### config.mk
export PLATFORM = sky130hd
export DESIGN_NAME = slab_alloc_mac
export DESIGN_NICKNAME = d
export VERILOG_FILES = /design/src/hdl/slab_object_allocator_assert.svh /design/src/hdl/slab_alloc_pkg.sv /design/src/hdl/slab_alloc_mac.sv
export SDC_FILE = /design/constraint.sdc
export NUM_CORES = 1
export LEC_CHECK = 0
export ABC_AREA = 0
export BUFFER_PORTS_ARGS = -buffer_cell sky130_fd_sc_hd__buf_2
export CORE_MARGIN = 3
export CORE_UTILIZATION = 40
export DETAILED_ROUTE_END_ITERATION = 8
export PLACE_DENSITY = 0.6
export SLEW_MARGIN = 20
export SYNTH_ARGS = -nofsm -noshare
export SYNTH_HDL_FRONTEND = slang
export SYNTH_SLANG_ARGS = --single-unit
### constraint.sdc
create_clock -name clock -period 17.66 [get_ports clock]
set_clock_uncertainty 0.2 [all_clocks]
set_input_delay 0.883 -clock clock [delete_from_list [all_inputs] [get_ports clock]]
set_output_delay 0.883 -clock clock [all_outputs]
set_load 0.1 [all_outputs]
### src/hdl/slab_object_allocator_assert.svh
// Assertion macros for the slab object allocator.
// Used by the top level only; expands to nothing when SYNTHESIS is defined.
`ifndef SLAB_OBJECT_ALLOCATOR_ASSERT_SVH
`define SLAB_OBJECT_ALLOCATOR_ASSERT_SVH
`ifndef SYNTHESIS
// Condition must hold at every edge outside reset
`define SA_ASSERT_ALWAYS(label, clk, rst, cond) \
   label: assert property (@(posedge clk) disable iff (rst) (cond)) \
      else $error("slab allocator assertion failed");
// Antecedent implies consequent in the same cycle
`define SA_ASSERT_IMPLIES(label, clk, rst, ante, cons) \
   label: assert property (@(posedge clk) disable iff (rst) (ante) |-> (cons)) \
      else $error("slab allocator assertion failed");
// Antecedent implies consequent in the next cycle
`define SA_ASSERT_NEXT(label, clk, rst, ante, cons) \
   label: assert property (@(posedge clk) disable iff (rst) (ante) |=> (cons)) \
      else $error("slab allocator assertion failed");
`else
`define SA_ASSERT_ALWAYS(label, clk, rst, cond)
`define SA_ASSERT_IMPLIES(label, clk, rst, ante, cons)
`define SA_ASSERT_NEXT(label, clk, rst, ante, cons)
`endif
`endif

### src/hdl/slab_alloc_pkg.sv
// Shared constants for the slab object allocator: field widths, codes and
// parameter defaults. No dependencies.
package slab_alloc_pkg;

   localparam int ADDR_W   = 16;
   localparam int SIZE_W   = 13;
   localparam int STATUS_W = 2;

   localparam int MAX_SLABS_DEF   = 16;
   localparam int SLAB_BYTES_DEF  = 4096;
   localparam int MAX_OBJECTS_DEF = 64;

   localparam logic [SIZE_W-1:0] OBJ_SIZE_RESET = 13'd128;

   localparam logic REQ_ALLOC = 1'b0;
   localparam logic REQ_FREE  = 1'b1;

   localparam logic [STATUS_W-1:0] ST_OK       = 2'd0;
   localparam logic [STATUS_W-1:0] ST_OOM      = 2'd1;
   localparam logic [STATUS_W-1:0] ST_NO_SLAB  = 2'd2;
   localparam logic [STATUS_W-1:0] ST_ALL_FREE = 2'd3;

endpackage

### src/hdl/slab_alloc_mac.sv
// Shared multiply-compare unit: offset = factor * size, and whether one more
// object of that size still fits in the page. Depends on slab_alloc_pkg.
module slab_alloc_mac import slab_alloc_pkg::*; #(
   parameter int FW         = 7,
   parameter int OW         = 12,
   parameter int SLAB_BYTES = SLAB_BYTES_DEF
) (
   input  logic              clock,
   input  logic [FW-1:0]     factor,
   input  logic [SIZE_W-1:0] obj_size,
   output logic [OW-1:0]     offset,
   output logic              fits
);

   localparam int PW   = FW + SIZE_W;
   localparam int CMPW = (PW + 1 > 18) ? PW + 1 : 18;

   logic [SIZE_W-1:0] size_eff;
   logic [PW-1:0]     prod;
   logic [CMPW-1:0]   prod_ext;
   logic [CMPW-1:0]   next_end;
   logic [OW-1:0]     offset_ff;
   logic              fits_ff;

   // a zero size behaves as one byte
   assign size_eff = (obj_size == '0) ? SIZE_W'(1) : obj_size;
   assign prod     = PW'(factor) * PW'(size_eff);
   assign prod_ext = CMPW'(prod);
   assign next_end = prod_ext + CMPW'(size_eff);

   always_ff @(posedge clock) begin
      offset_ff <= prod_ext[OW-1:0];
      fits_ff   <= (next_end <= CMPW'(SLAB_BYTES));
   end

   assign offset = offset_ff;
   assign fits   = fits_ff;

endmodule

After elaboration in Yosys (flattened, before gate mapping)
Cells that the tools add are included.
W data, S select, Z words.
- register bits: 13
- latch bits: 0
- bits in writable memories: 0
- ROM bits: 0
- input bits: 21
- output and inout port bits: 13
- memories: 0
- add/sub/neg operators: 1
- multiply operators: 1
- divide/modulo/power cells: 0
- order comparisons: 1
- equality and inequality tests: 0
- shifts and indexed selects: 0
- mux-type cells: 1
- bitwise logic cells: 0
- reduce and logical (&&, ||, !) cells: 1
- operator list (kind ; number):
    $add A20 B13 Y21 ; 1
    $le A21 B13 Y1 const B ; 1
    $mul A7 B13 Y20 ; 1
    $logic_not A13 Y1 ; 1
    $mux W13 ; 1

Logic depth before layout (Yosys ltp)
Gate-level depths: netlist of the first run.
- word-level depth: 5
- depth in mapped cells: 28
- depth with buffers taken out: 27

Least setup slack after synthesis of the first run
Ideal clock, no wire load.
- path kind: input -> register
- start point: input port obj_size[12]
- end point: register fits_ff (netlist: fits)
- library setup time: 88 ps
- data arrival time: 6699 ps
- slack: 10673 ps
- stages on the path: 26
- buffers on the path: 1
- cell sequence: clkbuf_2 > nor4_4 > a31oi_1 > nand2b_1 > fa_1 > fa_1 > inv_1 > fa_1 > inv_1 > fa_1 > inv_1 > ha_1 > a21o_1 > a21oi_1 > nand2_1 > a21o_1 > a21o_1 > xor2_1 > ha_1 > or2_2 > a311oi_2 > o21bai_4 > nand3_2 > nor4b_1 > a211oi_1 > nor4_2
- word-level cells in the longest chain between the ends: 5
- RTL lines (what ; line ; RTL):
    from (decl) ; slab_alloc_mac.sv:10 ; input logic [SIZE_W-1:0] obj_size,
    $logic_not A13 Y1 ; slab_alloc_mac.sv:26 ; assign size_eff = (obj_size == '0) ? SIZE_W'(1) : obj_size;
    $mux W13 ; slab_alloc_mac.sv:26 ;
    $mul A7 B13 Y20 ; slab_alloc_mac.sv:27 ; assign prod = PW'(factor) * PW'(size_eff);
    via prod[10] ; slab_alloc_mac.sv:19 ; logic [PW-1:0] prod;
    $add A20 B13 Y21 ; slab_alloc_mac.sv:29 ; assign next_end = prod_ext + CMPW'(size_eff);
    $le A21 B13 Y1 ; slab_alloc_mac.sv:33 ; fits_ff <= (next_end <= CMPW'(SLAB_BYTES));
    to (signal assigned) ; slab_alloc_mac.sv:33 ;
    to (decl) ; slab_alloc_mac.sv:23 ; logic fits_ff;
The timed path passes the listed nets, and every way through them passes these cells.

Worst setup path in the final report of the first run
- start point: input port obj_size[3]
- end point: register fits_ff (netlist: fits)
- word-level cells in the longest chain between the ends: 5
- RTL lines (what ; line):
    $logic_not A13 Y1 ; slab_alloc_mac.sv:26
    $mux W13 (*) ; slab_alloc_mac.sv:26
    $mul A7 B13 Y20 (*) ; slab_alloc_mac.sv:27
    via prod[7] ; slab_alloc_mac.sv:19
    $add A20 B13 Y21 (*) ; slab_alloc_mac.sv:29
    $le A21 B13 Y1 (*) ; slab_alloc_mac.sv:33
Mark *: on every way through the listed nets, which the timed path passes. The rest lies on a longest branch.

==> out/metrics.csv, run 1 <==
metric;value;unit
warnings from Yosys;0;
Worst path most repeated cell;fa_1;
Post-synth top cells;and2_1, inv_1, fa_1;
Root Buffer;clkbuf_8;
Top Layer Used;met4;
unrepaired setup endpoints after global routing;no;
I/O Buffers;33;
sequential-to-total area share from yosys stat;6.29;%
drt first-iter violations;136;
final setup vio count;0;
share of the synthesized area in the top cell type;26.6;%
clk slew on worst S/H paths;0.06;ns
CP max FO;9;
largest net degree at the start of global routing;17;
worst hold slack;0.938;ns
starting density of the core;41.8;%
Area contributors post-synth;fa_1, ha_1, and2_1, dfxtp_1, inv_1;
most frequent cell after synthesis;and2_1;
mapped cell area;0.00414;mm2
Top delay family on crit path;adder cells;
I/O pins;34;
Detail Route met3 WL;242;um
max-cap check violation count;0;
run status;finished clean;
routed wire length;9460;um
Final ANT Viol Nets;0;
clk buf depth;2;
Fillers;1022;
Hold Path Class;in -> reg;
hpwl dp;7860;um
final max-slew violation count;0;
die width;108;um
worst rel slew slack;62.2;%
diode count;0;
CP endpoint kind;flop;
area of the multi-input gates;0.00355;mm2
CTS Hold Bufs;0;
routed vias;3269;
Die Height;108;um
max incr delay on CP;0.54;ns
met1 WL;4240;um
Post-Syn Nets;602;
setup TNS;0;ns
H-tree depth;1;
post-CTS sizing;0;
Yosys cell types;61;
total CTS buffers;3;
routed wire length on met2;4820;um
CP Buf/Inv Count;4;
first-pass GRT wire length;16700;um
Async S/R FF share, synth;0;%
synthesized instance count;476;
area growth from synthesis to layout;6.86;%
Layout Utilization;44.6;%
mean post-synth cell area;8.70;um2
antenna violations before repair;0;
Routability Congestion;0.872;
share of cells above drive strength 1;13.1;%
drt via density;5.26;
remaining routing DRC violations;0;
nets;616;
final critical-path required period;7.40;ns
crit path DAT;7.37;ns
Rows;36;
core area;0.00991;mm2
CTS sink cnt;13;
Tcrit/Tclk final;41.9;%
via count of the first global-routing pass;3476;
Die Footprint;0.0116;mm2
leading area contributor after synthesis;fa_1;
crit path max-delay cell type;fa_1;
Pre-antenna DRT Iters;4;
Post CTS Setup Buffer Count;0;
EDFF count, synth;0;
wire per inst;15.2;um
total gr overflow;0;
synthesized flop and latch total;13;
ys flop type;dfxtp_1;
gr usage total;17.8;%
Crit path required time;17.62;ns
worst-margin pin slew;0.564;ns
type of origin of the critical path;input pin;
CTS tree;yes;
register area;260;um2
worst setup path class;in -> reg;
final hold viol count;0;
fmax;135;MHz
-- cell families after synthesis --
logic type	after synthesis	share of synthesized area, %
compound gates	85	15.4
simple gates	159	22.4
flops	13	6.29
fa+ha+maj	105	41.7
buf+inv	86	7.86
xor+xnor	24	5.44
mux	4	0.967
-- area by class of cell --
type	instances	area share, %
multi-input cells	377	80.3
repair buffers	33	3.73
well taps	133	3.76
clock buffers	4	1.02
inverters	62	5.26
flip-flops and latches	13	5.88
-- registers in the layout (all words and copies together), names as in the netlist --
name and count:
offset 12, fits 1
-- final timing paths --
check | slack [ns] | depth (start not counted) | end | from
worst max-delay path | 10.26 | 25 | fits$_DFF_P_ | obj_size[3]
worst min-delay path | 0.94 | 3 | offset[0]$_DFF_P_ | factor[0]
-- layer usage --
layer | vias up | track usage [%]
met3 | 14 | 1.56
met2 | 58 | 32.5
met4 | 0 | 3.43
met5 | - | 0
met1 | 1598 | 22.9
li1 | 1599 | -
-- cell usage in the layout (no fill, tap or decap), types with 4 or more instances in the layout --
cell,count
a31oi_1,6
and3_1,4
nor2b_1,9
buf_2,33
nand3_1,10
ha_1,50
nor2_1,15
a21o_1,9
o21a_1,4
o211ai_1,4
a21oi_1,22
inv_1,62
nor4_2,4
xor2_1,7
mux2i_1,4
o21ai_0,5
nand2_1,30
fa_1,55
and2_1,63
xnor2_1,15
dfxtp_1,13
nor3_1,5
-- metrics by stage --
stage          instances  area [um2]  worst slack, ns
6_report             622        4420            10.26
5_1_grt              622        4420             9.73
4_1_cts              622        4420            10.25
3_5_place_dp         618        4380             10.0
3_3_place_gp         618        4380            10.11
2_1_floorplan        476        4140            10.67
Power of run 1 is left out: the tool's default activity adds up to more than one toggle a clock period on the data nets, which glitch-free logic cannot reach.
==> inputs of run 2 (changes only) <==
--- a/config.mk
+++ b/config.mk
@@ -10,7 +10,7 @@
 export CORE_MARGIN = 3
 export CORE_UTILIZATION = 40
 export DETAILED_ROUTE_END_ITERATION = 8
-export PLACE_DENSITY = 0.6
+export PLACE_DENSITY = 0.62
 export SLEW_MARGIN = 20
 export SYNTH_ARGS = -nofsm -noshare
 export SYNTH_HDL_FRONTEND = slang
==> constraint.sdc (replaced) <==
create_clock -name clock -period 6.5 [get_ports clock]
set_clock_uncertainty 0.2 [all_clocks]
set_input_delay 0.325 -clock clock [delete_from_list [all_inputs] [get_ports clock]]
set_output_delay 0.325 -clock clock [all_outputs]
set_load 0.1 [all_outputs]
==> run 2 against run 1 <==
Compared with the run above:
- die area did not move
- routed wire length rose by 6.7%
- first-iteration DRC count fell by 5.1%
- highest routed layer unchanged
- global-route usage rose by 0.54 points
- critical endpoint unchanged
- sequential share of layout area fell by 0.57 points
- flip-flop and latch count did not move
- non-clock buffer count rose by 39
- worst setup slack got worse by 10 ns
- cell count rose by 6.3%
- utilization rose by 4.8 points
==> out/metrics.csv, run 2 (synthesis gave the netlist of run 1 again) <==
metric;value;unit;change
max reg flops;12;;unchanged
hpwl dp;8320;um;was 7860 um
design area;0.00490;mm2;was 0.00442 mm2
worst hold slack;0.328;ns;was 0.938 ns
final setup vio count;0;;unchanged
final hold viol count;0;;unchanged
gr usage total;18.3;%;was 17.8%
Die Footprint;0.0116;mm2;unchanged
Top delay family on crit path;adder cells;;unchanged
Final ANT Viol Nets;0;;unchanged
WP depth;26;;was 25
diode count;0;;unchanged
drt first-iter violations;129;;was 136
crit path max-delay cell type;fa_1;;unchanged
Post-Place Setup Slack;-0.158;ns;was 10.0 ns
type of origin of the critical path;input pin;;unchanged
Crit path required time;6.46;ns;was 17.62 ns
die width;108;um;unchanged
CTS sink cnt;13;;unchanged
setup ws final;0.278;ns;was 10.26 ns
antenna violations before repair;0;;unchanged
Routability Congestion;0.860;;was 0.872
first-pass GRT wire length;17100;um;was 16,700 um
crit path DAT;6.18;ns;was 7.37 ns
worst-margin pin slew;0.604;ns;was 0.564 ns
most frequent cells in the layout;and2_1, inv_1, fa_1;;unchanged
total gr overflow;0;;unchanged
Layout Utilization;49.5;%;was 44.6%
routed vias;3489;;was 3,269
run status;finished clean;;unchanged
H-tree depth;1;;unchanged
area of the multi-input gates;0.00374;mm2;was 0.00355 mm2
routed wire length;10100;um;was 9460 um
most common cell after layout, fill and taps aside;and2_1;;unchanged
Fillers;966;;was 1,022
fmax;161;MHz;
remaining routing DRC violations;0;;unchanged
CTS Hold Bufs;0;;unchanged
max-cap check violation count;0;;unchanged
final critical-path required period;6.22;ns;
clk buf depth;2;;unchanged
Hold Path Class;in -> reg;;unchanged
largest net degree at the start of global routing;17;;unchanged
drt via density;5.28;;was 5.26
starting density of the core;41.8;%;unchanged
nets;655;;was 616
Root Buffer;clkbuf_8;;unchanged
worst hold stages;3;;unchanged
Worst path most repeated cell;fa_1;;unchanged
CP max FO;4;;was 9
Pre-antenna DRT Iters;4;;unchanged
area growth from synthesis to layout;18.4;%;was 6.86%
core area;0.00991;mm2;unchanged
total CTS buffers;3;;unchanged
worst setup path class;in -> reg;;unchanged
Rows;36;;unchanged
I/O Buffers;33;;unchanged
Die Height;108;um;unchanged
worst rel slew slack;59.4;%;was 62.2%
clk slew on worst S/H paths;0.05;ns;was 0.06 ns
Placed Area;0.00465;mm2;was 0.00438 mm2
CTS tree;yes;;unchanged
CP Buf/Inv Count;5;;was 4
Tcrit/Tclk final;95.7;%;
share of cells above drive strength 1;23.5;%;was 13.1%
register area;260;um2;unchanged
max incr delay on CP;0.55;ns;was 0.54 ns
I/O pins;34;;unchanged
via count of the first global-routing pass;3570;;was 3,476
CP endpoint kind;flop;;unchanged
wire per inst;15.3;um;was 15.2 um
final max-slew violation count;0;;unchanged
==> run 2: what timing repair did <==
action,CTS,global route
setup endpoints to repair,0,1
resized for setup,0,31
buffers inserted,0,3
==> run 2: area by class of cell <==
class,count,area share (%)
clock buffers,4,0.919
inverters,62,4.75
multi-input cells,377,76.3
flip-flops and latches,13,5.31
well taps,133,3.39
repair buffers,72,9.34
==> run 2: path summary, 6_finish.rpt <==
| check | slack (ns) | to | startpoint |
|---|---|---|---|
| setup / recovery | 0.28 | fits$_DFF_P_ | obj_size[12] |
| hold / removal | 0.33 | offset[0]$_DFF_P_ | factor[0] |
==> run 2: per-layer routing <==
layer,vias to the layer above,wire length [um],global-route usage [%]
li1,1681,-,-
met1,1731,4500,24.0
met2,63,4930,32.0
met3,14,448,3.18
met4,0,214,3.07
met5,-,0,0
==> run 2: through the flow <==
stage                     instances  setup TNS [ns]
after global routing            661         -0.0555
after detailed placement        654          -0.158
after global placement          654         -0.0203
final                           661               0
after CTS                       658               0
after floorplan                 476               0
Power of run 2 is left out for the same reason.
==> inputs of run 3 (changes only) <==
--- a/config.mk
+++ b/config.mk
@@ -7,10 +7,10 @@
 export LEC_CHECK = 0
 export ABC_AREA = 0
 export BUFFER_PORTS_ARGS = -buffer_cell sky130_fd_sc_hd__buf_2
+export CORE_ASPECT_RATIO = 1.1
 export CORE_MARGIN = 3
 export CORE_UTILIZATION = 40
 export DETAILED_ROUTE_END_ITERATION = 8
-export PLACE_DENSITY = 0.62
 export SLEW_MARGIN = 20
 export SYNTH_ARGS = -nofsm -noshare
 export SYNTH_HDL_FRONTEND = slang
==> constraint.sdc (replaced) <==
create_clock -name clock -period 6.2 [get_ports clock]
set_clock_uncertainty 0.2 [all_clocks]
set_input_delay 0.31 -clock clock [delete_from_list [all_inputs] [get_ports clock]]
set_output_delay 0.31 -clock clock [all_outputs]
set_load 0.1 [all_outputs]
==> run 3 against run 2 <==
Compared with the run above:
- worst setup slack worse by 0.029 ns
- sequential share of layout area is 0.11 points lower
- design area is 2.1% higher
- cell count is 0.76% lower
- flip-flop and latch count stayed put
- routed wire length is 2.2% higher
- utilization is 0.64 points higher
- via count is 0.37% higher
- non-clock buffer count is 8 higher
- hold slack better by 0.0034 ns
- clock-buffer cell count stayed put
- largest cell class unchanged
==> out/metrics.csv, run 3 (synthesis gave the netlist of run 1 again) <==
metric;value;unit;change
run status;finished clean;;unchanged
Post-Place Setup Slack;-0.172;ns;was -0.158 ns
total CTS buffers;3;;unchanged
max reg flops;12;;unchanged
remaining routing DRC violations;0;;unchanged
I/O pins;34;;unchanged
Root Buffer;clkbuf_8;;unchanged
setup ws final;0.249;ns;was 0.278 ns
Top delay family on crit path;adder cells;;unchanged
max incr delay on CP;0.51;ns;was 0.55 ns
crit path DAT;5.90;ns;was 6.18 ns
clk slew on worst S/H paths;0.05;ns;about the same
largest net degree at the start of global routing;17;;unchanged
type of origin of the critical path;input pin;;unchanged
worst-margin pin slew;0.632;ns;was 0.604 ns
starting density of the core;41.5;%;was 41.8%
CTS sink cnt;13;;unchanged
final setup vio count;0;;unchanged
drt via density;5.34;;was 5.28
routed wire length;10300;um;was 10,100 um
CP Buf/Inv Count;4;;was 5
diode count;0;;unchanged
clk buf depth;2;;unchanged
H-tree depth;1;;unchanged
Rows;38;;was 36
final max-slew violation count;0;;unchanged
Pre-antenna DRT Iters;4;;unchanged
most frequent cells in the layout;and2_1, inv_1, fa_1;;unchanged
worst setup path class;in -> reg;;unchanged
die width;103;um;was 108 um
routed vias;3502;;was 3,489
Fillers;975;;was 966
antenna violations before repair;0;;unchanged
via count of the first global-routing pass;3771;;was 3,570
Hold Path Class;in -> reg;;unchanged
CTS tree;yes;;unchanged
Final ANT Viol Nets;0;;unchanged
crit path max-delay cell type;fa_1;;unchanged
CTS Hold Bufs;0;;unchanged
Die Footprint;0.0116;mm2;about the same
total gr overflow;0;;unchanged
Tcrit/Tclk final;96.0;%;
CP max FO;4;;unchanged
I/O Buffers;33;;unchanged
area growth from synthesis to layout;20.9;%;was 18.4%
hpwl dp;8660;um;was 8320 um
core area;0.00998;mm2;was 0.00991 mm2
final hold viol count;0;;unchanged
first-pass GRT wire length;18100;um;was 17,100 um
drt first-iter violations;121;;was 129
max-cap check violation count;0;;unchanged
fmax;168;MHz;
gr usage total;19.2;%;was 18.3%
share of cells above drive strength 1;25.2;%;was 23.5%
Routability Congestion;0.875;;was 0.860
Die Height;113;um;was 108 um
final critical-path required period;5.95;ns;
Crit path required time;6.15;ns;was 6.46 ns
wire per inst;15.7;um;was 15.3 um
unrepaired setup endpoints after global routing;yes;;
nets;663;;was 655
setup TNS;0;ns;unchanged
CP endpoint kind;flop;;unchanged
most common cell after layout, fill and taps aside;and2_1;;unchanged
worst rel slew slack;57.5;%;was 59.4%
## run 3: final timing paths
| path | start | slack [ns] | endpoint | cells after the start |
|---|---|---|---|---|
| worst max-delay path | obj_size[7] | 0.25 | fits$_DFF_P_ | 27 |
| worst min-delay path | factor[0] | 0.33 | offset[0]$_DFF_P_ | 3 |
## run 3: timing repair
| action | CTS | global route |
|---|---|---|
| gates resized for setup | 0 | 30 |
| setup endpoints to repair | 0 | 1 |
| buffers inserted | 0 | 4 |
## run 3: metrics by stage
stage	cells	utilization (%)	instance area (um2)	hold WS, ns
2_1_floorplan	476	-	4250	0.266
3_3_place_gp	648	48.0	4790	0.564
3_5_place_dp	648	48.0	4790	0.591
4_1_cts	652	48.5	4840	0.339
5_1_grt	656	50.1	5000	0.385
6_report	656	50.1	5000	0.332
## run 3: layout make-up
| type | count | area [um2] | share of cell area [%] |
|---|---|---|---|
| clock buffers | 4 | 45.0 | 0.900 |
| flip-flops and latches | 13 | 260 | 5.20 |
| multi-input cells | 377 | 3760 | 75.1 |
| well taps | 120 | 150 | 3.00 |
| inverters | 62 | 233 | 4.65 |
| repair buffers | 80 | 559 | 11.2 |
## run 3: tightest hold or removal path: stages
cell and delay [ns]:
buf_2 0.19, nand2b_1 0.16, inv_1 0.05
## run 3: routing by layer
metal / track usage (%) / wire, um / vias to the layer above
met5: 0 / 0 / -
met4: 1.47 / 69 / 0
met3: 2.53 / 400 / 8
met2: 34.7 / 5440 / 66
met1: 25.1 / 4410 / 1739
li1: - / - / 1689
Power of run 3 is left out for the same reason.
